[config.mk]
export PLATFORM = sky130hd
export DESIGN_NAME = multi_timer_expiry_manager_top
export DESIGN_NICKNAME = d
export VERILOG_FILES = /design/src/rtl/core/mtem_pkg.sv /design/src/rtl/core/mtem_expiry_queue.sv /design/src/rtl/core/multi_timer_expiry_manager_top.sv
export SDC_FILE = /design/constraint.sdc
export NUM_CORES = 1
export LEC_CHECK = 0
export BUFFER_PORTS_ARGS = -buffer_cell sky130_fd_sc_hd__buf_4
export CAP_MARGIN = 10
export CORE_ASPECT_RATIO = 0.9
export CORE_MARGIN = 8
export CORE_UTILIZATION = 50
export CTS_CLUSTER_DIAMETER = 80
export DETAILED_ROUTE_END_ITERATION = 10
export PLACE_DENSITY = 0.74
export SLEW_MARGIN = 20
export SYNTH_ARGS = -nofsm -noshare
export SYNTH_HDL_FRONTEND = slang
export SYNTH_SLANG_ARGS = --single-unit
[constraint.sdc]
create_clock -name clk_i -period 5.5 [get_ports clk_i]
set_input_delay 0.825 -clock clk_i [delete_from_list [all_inputs] [get_ports clk_i]]
set_output_delay 0.825 -clock clk_i [all_outputs]
set_load 0.03 [all_outputs]
[src/rtl/core/mtem_pkg.sv]
// Shared types and constants of the multi-timer expiry manager.
package mtem_pkg;

  localparam int unsigned TIMER_COUNT_DEF = 32;
  localparam int unsigned TIME_BITS_DEF   = 32;

  localparam int unsigned MODE_W  = 2;
  localparam int unsigned ID_W    = 5;
  localparam int unsigned DUR_W   = 31;
  localparam int unsigned COUNT_W = 6;
  localparam int unsigned IN_DATA_W  = 40;
  localparam int unsigned OUT_DATA_W = 16;

  typedef enum logic [MODE_W-1:0] {
    MODE_TICK  = 2'd0,
    MODE_START = 2'd1,
    MODE_STOP  = 2'd2,
    MODE_NONE  = 2'd3
  } mode_e;

  typedef enum logic [1:0] {
    ST_IDLE,
    ST_SCAN,
    ST_EMIT
  } state_e;

  // Head of the expiry queue as seen by the output side.
  typedef struct packed {
    logic valid;  // an expired timer waits at the head
    logic last;   // no further expired timer behind the head
  } head_t;

endpackage

[src/rtl/core/mtem_expiry_queue.sv]
// Set of timers expired on the current tick, handed out in ascending id order.
module mtem_expiry_queue #(
  parameter int unsigned TIMER_COUNT = mtem_pkg::TIMER_COUNT_DEF,
  parameter int unsigned IDX_W       = 5
) (
  input  logic             clk_i,
  input  logic             rst_ni,
  input  logic             clear_i,
  input  logic             set_i,
  input  logic [IDX_W-1:0] set_idx_i,
  input  logic             pop_i,
  output mtem_pkg::head_t  head_o,
  output logic [IDX_W-1:0] head_idx_o
);
  import mtem_pkg::*;

  logic [TIMER_COUNT-1:0] exp_q, exp_d;
  logic [TIMER_COUNT-1:0] low_onehot;
  logic [IDX_W-1:0]       low_idx;

  // Isolate the lowest pending timer.
  assign low_onehot = exp_q & (~exp_q + TIMER_COUNT'(1));

  always_comb begin
    low_idx = '0;
    for (int unsigned i = 0; i < TIMER_COUNT; i++) begin
      if (low_onehot[i]) begin
        low_idx = low_idx | IDX_W'(i);
      end
    end
  end

  assign head_idx_o   = low_idx;
  assign head_o.valid = |exp_q;
  assign head_o.last  = ~|(exp_q & ~low_onehot);

  always_comb begin
    exp_d = exp_q;
    if (clear_i) begin
      exp_d = '0;
    end else begin
      if (pop_i) begin
        exp_d = exp_d & ~low_onehot;
      end
      if (set_i) begin
        exp_d[set_idx_i] = 1'b1;
      end
    end
  end

  always_ff @(posedge clk_i or negedge rst_ni) begin
    if (!rst_ni) begin
      exp_q <= '0;
    end else begin
      exp_q <= exp_d;
    end
  end

endmodule

[src/rtl/core/multi_timer_expiry_manager_top.sv]
// Top level of the multi-timer expiry manager: command decode, timeout memory and tick scan.
//
// A bank of TIMER_COUNT one-shot timers against a wrapping TIME_BITS-bit time counter.
// Each request carries a mode in s_axis_tuser: tick, start or stop. A start re-arms the
// addressed timer at now + max(duration, 1), with the duration capped just below half
// the time range; a stop disarms it; ids at or above TIMER_COUNT and the unused mode
// are dropped. Commands produce no result. A tick advances the time by one, then reads
// every timer's timeout from the timeout memory, one entry per cycle, and its first
// result appears once the scan is complete. It then delivers one result per expired
// timer in ascending id order (or a single result with tuser low when none expired),
// one per cycle while m_axis_tready is high; tlast marks the final result of the tick
// and every result carries the running count after all of the tick's expiries. A new
// request is taken only once the previous one is complete. Timeout entries are undefined
// after reset and are only compared for armed timers, so no clearing pass is needed;
// the armed flags reset to zero.
module multi_timer_expiry_manager_top #(
  parameter int unsigned TIMER_COUNT = mtem_pkg::TIMER_COUNT_DEF,
  parameter int unsigned TIME_BITS   = mtem_pkg::TIME_BITS_DEF
) (
  input  logic                                clk_i,
  input  logic                                rst_ni,
  input  logic                                s_axis_tvalid,
  output logic                                s_axis_tready,
  // [4:0] timer_id, [35:5] duration, [39:36] zero
  input  logic [mtem_pkg::IN_DATA_W-1:0]      s_axis_tdata,
  // [1:0] mode
  input  logic [mtem_pkg::MODE_W-1:0]         s_axis_tuser,
  output logic                                m_axis_tvalid,
  input  logic                                m_axis_tready,
  // [4:0] expired_id, [10:5] running_count, [15:11] zero
  output logic [mtem_pkg::OUT_DATA_W-1:0]     m_axis_tdata,
  // [0] expired_valid
  output logic                                m_axis_tuser,
  output logic                                m_axis_tlast
);
  import mtem_pkg::*;

  localparam int unsigned IDX_W = (TIMER_COUNT > 1) ? $clog2(TIMER_COUNT) : 1;
  localparam int unsigned CNT_W = $clog2(TIMER_COUNT + 1);
  localparam logic [DUR_W-1:0] MAX_DUR = DUR_W'((64'd1 << (TIME_BITS - 1)) - 64'd1);

  // Request fields.
  mode_e            req_mode;
  logic [ID_W-1:0]  req_id;
  logic [DUR_W-1:0] req_dur;
  logic [IDX_W-1:0] req_idx;
  logic             req_in_range;
  logic [DUR_W-1:0] dur_sat;
  logic             in_acc;
  logic             out_acc;

  assign req_mode     = mode_e'(s_axis_tuser);
  assign req_id       = s_axis_tdata[ID_W-1:0];
  assign req_dur      = s_axis_tdata[ID_W +: DUR_W];
  assign req_idx      = IDX_W'(req_id);
  assign req_in_range = {2'b00, req_id} < 7'(TIMER_COUNT);

  always_comb begin
    dur_sat = (req_dur > MAX_DUR) ? MAX_DUR : req_dur;
    if (dur_sat == '0) begin
      dur_sat = DUR_W'(1);
    end
  end

  // Control state.
  state_e                 state_q, state_d;
  logic [TIME_BITS-1:0]   time_q, time_d;
  logic [TIMER_COUNT-1:0] run_q, run_d;
  logic [COUNT_W-1:0]     total_q, total_d;
  logic [CNT_W-1:0]       scan_q, scan_d;
  logic                   rd_vld_q, rd_vld_d;
  logic [IDX_W-1:0]       rd_idx_q, rd_idx_d;

  // Timeout memory, one write and one registered read port.
  logic [TIME_BITS-1:0] mem_q [TIMER_COUNT];
  logic [TIME_BITS-1:0] rd_data_q;
  logic                 mem_we;
  logic [TIME_BITS-1:0] mem_wdata;
  logic                 mem_re;
  logic [IDX_W-1:0]     mem_raddr;

  // Expiry queue interface.
  logic             q_clear;
  logic             q_set;
  logic             q_pop;
  head_t            head;
  logic [IDX_W-1:0] head_idx;
  logic             hit;
  logic             scan_done;

  assign in_acc    = s_axis_tvalid & s_axis_tready;
  assign out_acc   = m_axis_tvalid & m_axis_tready;
  assign scan_done = (scan_q == CNT_W'(TIMER_COUNT)) && !rd_vld_q;
  assign hit       = rd_vld_q && run_q[rd_idx_q] && (rd_data_q == time_q);

  // Next state.
  always_comb begin
    state_d = state_q;
    case (state_q)
      ST_IDLE: begin
        if (in_acc && req_mode == MODE_TICK) begin
          state_d = ST_SCAN;
        end
      end
      ST_SCAN: begin
        if (scan_done) begin
          state_d = ST_EMIT;
        end
      end
      ST_EMIT: begin
        if (out_acc && (head.last || !head.valid)) begin
          state_d = ST_IDLE;
        end
      end
      default: state_d = ST_IDLE;
    endcase
  end

  // Outputs and datapath control.
  always_comb begin
    s_axis_tready = 1'b0;
    m_axis_tvalid = 1'b0;
    time_d        = time_q;
    run_d         = run_q;
    total_d       = total_q;
    scan_d        = scan_q;
    rd_vld_d      = 1'b0;
    rd_idx_d      = rd_idx_q;
    mem_we        = 1'b0;
    mem_wdata     = time_q + TIME_BITS'(dur_sat);
    mem_re        = 1'b0;
    mem_raddr     = scan_q[IDX_W-1:0];
    q_clear       = 1'b0;
    q_set         = 1'b0;
    q_pop         = 1'b0;
    case (state_q)
      ST_IDLE: begin
        s_axis_tready = 1'b1;
        if (in_acc) begin
          case (req_mode)
            MODE_TICK: begin
              // Advance time and start the scan from the lowest id.
              time_d  = time_q + TIME_BITS'(1);
              scan_d  = '0;
              q_clear = 1'b1;
            end
            MODE_START: begin
              if (req_in_range) begin
                mem_we           = 1'b1;
                run_d[req_idx]   = 1'b1;
                total_d          = total_q + COUNT_W'(!run_q[req_idx]);
              end
            end
            MODE_STOP: begin
              if (req_in_range) begin
                run_d[req_idx] = 1'b0;
                total_d        = total_q - COUNT_W'(run_q[req_idx]);
              end
            end
            default: begin
              // Unused mode: drop.
            end
          endcase
        end
      end
      ST_SCAN: begin
        if (scan_q != CNT_W'(TIMER_COUNT)) begin
          mem_re   = 1'b1;
          rd_vld_d = 1'b1;
          rd_idx_d = scan_q[IDX_W-1:0];
          scan_d   = scan_q + CNT_W'(1);
        end
        if (hit) begin
          run_d[rd_idx_q] = 1'b0;
          total_d         = total_q - COUNT_W'(1);
          q_set           = 1'b1;
        end
      end
      ST_EMIT: begin
        m_axis_tvalid = 1'b1;
        q_pop         = out_acc && head.valid;
      end
      default: begin
      end
    endcase
  end

  assign m_axis_tuser = head.valid;
  assign m_axis_tlast = head.last || !head.valid;
  assign m_axis_tdata = {(OUT_DATA_W - COUNT_W - ID_W)'(0), total_q,
                         head.valid ? ID_W'(head_idx) : ID_W'(0)};

  always_ff @(posedge clk_i) begin
    if (mem_we) begin
      mem_q[req_idx] <= mem_wdata;
    end
    if (mem_re) begin
      rd_data_q <= mem_q[mem_raddr];
    end
  end

  always_ff @(posedge clk_i or negedge rst_ni) begin
    if (!rst_ni) begin
      state_q  <= ST_IDLE;
      time_q   <= '0;
      run_q    <= '0;
      total_q  <= '0;
      scan_q   <= '0;
      rd_vld_q <= 1'b0;
      rd_idx_q <= '0;
    end else begin
      state_q  <= state_d;
      time_q   <= time_d;
      run_q    <= run_d;
      total_q  <= total_d;
      scan_q   <= scan_d;
      rd_vld_q <= rd_vld_d;
      rd_idx_q <= rd_idx_d;
    end
  end

  mtem_expiry_queue #(
    .TIMER_COUNT (TIMER_COUNT),
    .IDX_W       (IDX_W)
  ) u_expiry_queue (
    .clk_i      (clk_i),
    .rst_ni     (rst_ni),
    .clear_i    (q_clear),
    .set_i      (q_set),
    .set_idx_i  (rd_idx_q),
    .pop_i      (q_pop),
    .head_o     (head),
    .head_idx_o (head_idx)
  );

endmodule
Word level (Yosys, flattened, before mapping)

Memory sizes are Yosys's and may differ from the RTL's. A register that Yosys moved wholly into a read port is not among the register bits.
Index checks and enable logic that the tools add are counted.

Add/subtract/negate cells: 7
Magnitude comparators: 5
Equal/unequal tests: 15
Muxes and demuxes: 123
Bitwise gates (word level): 12
Reduce and logical (&&, ||, !) cells: 24

Operators with widths:

| kind                                                               | number |
|---|---|
| two-way mux 32 bit                                                 | 22 |
| AND 32 bit                                                         | 4 |
| NOT 32 bit                                                         | 4 |
| one-hot mux 32 bit (2 select lines)                                | 2 |
| two-way mux 6 bit                                                  | 19 |
| two-way mux 5 bit                                                  | 19 |
| adder 32 x 1 -> 32 bit (second input constant)                     | 2 |
| bitwise OR 32 bit                                                  | 2 |
| OR reduction 32 bit                                                | 2 |
| two-way mux 31 bit                                                 | 2 |
| one-hot mux 6 bit (2 select lines)                                 | 3 |
| adder 32 x 31 -> 32 bit                                            | 1 |
| == test 32 bit                                                     | 1 |
| two-way mux 4 bit                                                  | 8 |
| > comparator 31 bit (second input constant)                        | 1 |
| zero test 31 bit                                                   | 1 |
| two-way mux 1 bit                                                  | 31 |
| two-way mux 2 bit                                                  | 8 |
| inequality test 2 bit (second input constant)                      | 7 |
| < comparator 5 x 6 -> 1 bit (second input constant)                | 2 |
| two-way mux 3 bit                                                  | 4 |
| binary-select mux 1 bit (select 5 bit)                             | 2 |
| demux 1 bit (select 5 bit)                                         | 2 |
| greater-or-equal comparator 5 x 1 -> 1 bit (second input constant) | 2 |
| other kinds (19)                                                   | 35 |

Flip-flop bits (word level): 116
Memory bits (writable): 1024
Input bits: 46
Output and inout port bits: 20
Word-level logic and storage cells: 195
Memories: 1

Memory list:

| memory | depth | bits a word | read ports | clocked after Yosys merged registers in | wr ports | RTL line                             | source |
|---|---|---|---|---|---|---|---|
| mem_q  | 32    | 32          | 1          | 1                                       | 1        | multi_timer_expiry_manager_top.sv:75 | `logic [TIME_BITS-1:0] mem_q [TIMER_COUNT];` |

Depth between registers and ports, before layout

Depth after elaboration: 35
Gate-level depth with buffers: 15

Modules after synthesis

Synthesis repeated with hierarchy kept, for this count alone.

Cells, all modules: 2634
Area total of the unflattened synthesis: 49039.5 sq um

By module, submodules not included:

| module                         | times used | cells each | area an instance (sq um) |
|---|---|---|---|
| multi_timer_expiry_manager_top | 1          | 2329       | 46716.1 |
| mtem_expiry_queue              | 1          | 305        | 2323.5 |

Worst setup path after synthesis

Ideal clock, no wire load.

Kind: in2reg
Start: in s_axis_tdata[13] (netlist name)
End: mem mem_q[0][17] (netlist name) (data pin)
Library setup time: 0.615 ns
Data arrival time: 4.579 ns
Data required time: 4.885 ns
Setup slack: 0.305 ns
Stages on the path: 9
Cell sequence: clkbuf_1 ha_1 a21o_1 a221o_1 a41oi_1 nand2_1 a31oi_1 a211oi_1 o311ai_0

Longest elaborated chain between the ends: 5

RTL lines:

| what                      | RTL line                              | source |
|---|---|---|
| start, declared           | multi_timer_expiry_manager_top.sv:25  | `input logic [mtem_pkg::IN_DATA_W-1:0] s_axis_tdata,` |
| > comparator 31 bit       | multi_timer_expiry_manager_top.sv:59  | `dur_sat = (req_dur > MAX_DUR) ? MAX_DUR : req_dur;` |
| two-way mux 31 bit *      | multi_timer_expiry_manager_top.sv:59  |  |
| zero test 31 bit          | multi_timer_expiry_manager_top.sv:60  | `if (dur_sat == '0) begin` |
| two-way mux 31 bit *      | multi_timer_expiry_manager_top.sv:60  |  |
| adder 32 x 31 -> 32 bit * | multi_timer_expiry_manager_top.sv:130 | `mem_wdata = time_q + TIME_BITS'(dur_sat);` |
| named net mem_wdata[17]   | multi_timer_expiry_manager_top.sv:78  | `logic [TIME_BITS-1:0] mem_wdata;` |
| end, declared             | multi_timer_expiry_manager_top.sv:75  |  |

The timed path passes the listed nets; every way through them passes the cells marked *.

Worst setup path in the final report

Start: reg u_expiry_queue.exp_q[2]
End: out m_axis_tlast

Longest elaborated chain between the ends: 8
Elaborated cells on any way between the ends: 10

RTL lines:

| what                   | RTL line                              | source |
|---|---|---|
| start, declared        | mtem_expiry_queue.sv:17               | `logic [TIMER_COUNT-1:0] exp_q, exp_d;` |
| start signal, assigned | mtem_expiry_queue.sv:55               | `exp_q <= exp_d;` |
| NOT 32 bit             | mtem_expiry_queue.sv:22               | `assign low_onehot = exp_q & (~exp_q + TIMER_COUNT'(1));` |
| adder 32 x 1 -> 32 bit | mtem_expiry_queue.sv:22               |  |
| AND 32 bit             | mtem_expiry_queue.sv:22               |  |
| NOT 32 bit             | mtem_expiry_queue.sv:35               | `assign head_o.last = ~\|(exp_q & ~low_onehot);` |
| AND 32 bit             | mtem_expiry_queue.sv:35               |  |
| OR reduction 32 bit    | mtem_expiry_queue.sv:35               |  |
| zero test 1 bit        | mtem_expiry_queue.sv:35               |  |
| logical OR 1 bit *     | multi_timer_expiry_manager_top.sv:189 | `assign m_axis_tlast = head.last \|\| !head.valid;` |
| end, declared          | multi_timer_expiry_manager_top.sv:34  | `output logic m_axis_tlast` |

Every way passes the cells marked *; elsewhere a longest branch is shown, timed or not.

==> metrics.yaml <==
floorplanning:
  initial_core_util_pct: 50.58
  rows: 108
  coreArea_um2: 96620
  die_y_um: 312.6
  die_w_um: 345.5
  die_area_um2: 108000
  ios: 66
global_route:
  grt_overflow: 0
  grt_first_pass_wirelength_um: 184600
  grt_max_degree: 89
  grt_use_total_pct: 23.15
  grt_pass1_vias: 26736
  grt_antenna_before_repair: 1
route:
  avgRoutedWirePerCell_um: 31.43
  viasPerCell: 6.595
  drtIter0Drc: 3519
  via_count: 26586
  postRouteAntennaNets: 0
  drc: 0
  first_pass_iters: 6
  routed_wl_um: 126700
logic_synthesis:
  synthArstFlopShare_pct: 9.898
  synth.area.top_cells: "edfxtp_1 65%, mux4_2 15%, dfrtp_1 5.9%, xnor2_1 1.3%, ha_1 1.0%"
  ys_ff_latch: 1172
  ys_seq_area_share_pct: 70.83
  netlist_area_um2: 48870
  synth-main-ff-cell: "edfxtp_1"
  synth_cells: 2583
  synth_top_cell_area_share_pct: 64.89
  synth_warnings: 0
  avgSynthCellArea_um2: 18.92
  synth-edff-count: 1056
  yosysTopAreaCell: "edfxtp_1"
  synth_cell_types: 80
critical_path:
  cp.required_ns: 4.68
  rr_worst_depth: 10
  crit_type: "reg2out"
  cp-start-kind: "register"
  cp-end-kind: "output port"
  setup.worst_path.start: "u_expiry_queue.exp_q[2]"
  arrival_ns: 3.60
  r2r-start: "time_q[0]"
  reg2reg_to: "mem_q[23][20]"
  r2r_setup_slack_ns: 1.26
  crit_path_max_fanout: 15
clock_network:
  cts_resized: 0
  worstSkewPairLatency_ns: 0.69
  clkTransAtPathRegs_ns: 0.06
  cts-root-buf: "clkbuf_16"
  cts_tree: "done"
  htreeDepth: 3
  post_cts_buffers: 0
  cts_buffers: 109
  clock_sinks: 1172
  postCtsHoldBufs: 0
  cts_max_path_buffers: 3
place:
  gp_congestion: 0.9024
  dpl.hpwl_um: 71900
  place_area_um2: 51630
  numPortBuffers: 56
finish:
  final_area_um2: 55420
  n_fill_cell: 6831
  syn_to_final_growth_pct: 13.41
  drive_gt1_share_pct: 27.96
  nets: 2761
timing:
  finalSetupTns_ns: 0
  fmax_mhz: 225.8
  report.final.slew_viol_count: 0
  worst_slew_pin_slew_ns: 1.086
  slew_headroom_pct: 27.07
  setup_viol: 0
  period_needed_ns: 4.429
  hold_viol_final: 0
  fin_crit_sh_pct: 80.53
  rsz0062_at_grt: "false"
  fin_skew_ns: 0.03460
hold_path:
  min_path_type: "in2async"
job:
  maxCapViolations: 0
pwr:
  irDropWorstVdd_mv: 0.3255
  p_leak_nw: 18.34
  powerDensity_nw_per_um2: 472.3
  total_power_mw: 26.18
outcome:
  run_status: "complete, no violations"
[registers in the layout (all words and copies together), names as in the netlist, named ones only]
signal and cells:
total_q 6, state_q 2, rd_idx_q 5, time_q 32, mem_q 1024, rd_data_q 32
u_expiry_queue.exp_q 32, scan_q 6, rd_vld_q 1
[power by group]
part	internal [mW]	switching [mW]
logic	3.50	3.75
clock network	4.47	3.33
registers	10.4	0.710
[critical path, stage by stage, from the launching register on]
cell and delay (ns):
dfrtp_1 0.48, nor4_4 0.52, nand3_2 0.41, o41a_1 0.49, a221o_1 0.29, nor4_1 0.16, and4_1 0.26, and2b_1 0.16
buf_4 0.16
[stage by stage]
stage | utilization [%] | hold WS, ns | worst slack (ns) | cells
after detailed placement | 53.44 | 0.4687 | 0.2466 | 3827
final | 57.36 | 0.08319 | 1.071 | 4031
after CTS | 57.27 | 0.06941 | 0.9694 | 4030
after global placement | 53.44 | 0.4704 | 0.4238 | 3827
after floorplan | - | 0.4612 | 0.3050 | 2587
after global routing | 57.36 | 0.08860 | 0.8627 | 4030
[metal layers]
layer | routed length [um] | global-route usage, % | part of all wire [%] | vias to the layer above
li1 | - | - | - | 10723
met1 | 50150 | 33.10 | 40 | 14031
met2 | 58800 | 35.73 | 46 | 1601
met3 | 14460 | 5.982 | 11 | 231
met4 | 3275 | 6.037 | 2.6 | 0
met5 | 0 | 0 | 0 | -
[synth_stat cells, drive strengths merged (19+ instances only)]
master,n
nor3,39
clkbuf,118
a21oi,64
ha,40
buf,48
edfxtp,1056
nand2,118
a21o,39
xor2,26
nand3,36
nor2,98
o22ai,19
and3,22
dfrtp,116
nand4,22
mux4,336
o21ai,42
xnor2,71
inv,24
mux2,39
[cell usage in the layout, fill, tap and decap left out, types with 19 or more instances in the layout]
master / count
nor2_1: 66
inv_1: 24
o21ai_0: 41
o22ai_1: 19
xor2_1: 19
buf_12: 28
dfrtp_1: 111
mux2_2: 39
clkinv_2: 22
nor3_1: 35
buf_4: 113
clkbuf_16: 111
a21o_1: 39
nor2_4: 32
nand2_1: 118
xnor2_1: 55
a21oi_1: 63
ha_1: 40
edfxtp_1: 1056
nand4_1: 20
and3_1: 22
mux4_2: 336
clkbuf_1: 23
nand3_1: 34
[kinds of logic after synthesis]
kind of cell | Yosys count | share of synthesized area, %
DFF | 1172 | 70.83
and+or+nand+nor | 426 | 4.406
muxes | 377 | 16.42
AOI/OAI and AO/OA | 277 | 3.833
buffers and inverters | 190 | 1.633
xor gates and xnor gates | 97 | 1.738
adders and majority gates | 43 | 1.127
other | 1 | 0.007674
[worst max path at each step]
stage	to	slack (ns)	depth (start not counted)
floorplan	mem_q[0][17]	0.31	9
global placement	mem_q[24][20]	0.42	14
detailed placement	mem_q[21][18]	0.25	14
CTS	mem_q[21][18]	0.97	14
global route	mem_q[21][20]	0.86	14
finish	m_axis_tlast	1.07	8
[layout make-up]
cell class | count | area (um^2) | area share (%)
clock inverter | 67 | 813.3 | 1.467
antenna | 1 | 2.502 | 0.004515
timing repair buffer | 141 | 1409 | 2.542
inverter | 24 | 90.09 | 0.1625
multi-input combinational | 1225 | 14000 | 25.27
tap | 1265 | 1583 | 2.856
sequential | 1172 | 34630 | 62.48
clock buffer | 136 | 2892 | 5.217
Note: power is estimated with default switching activity, not from simulation.
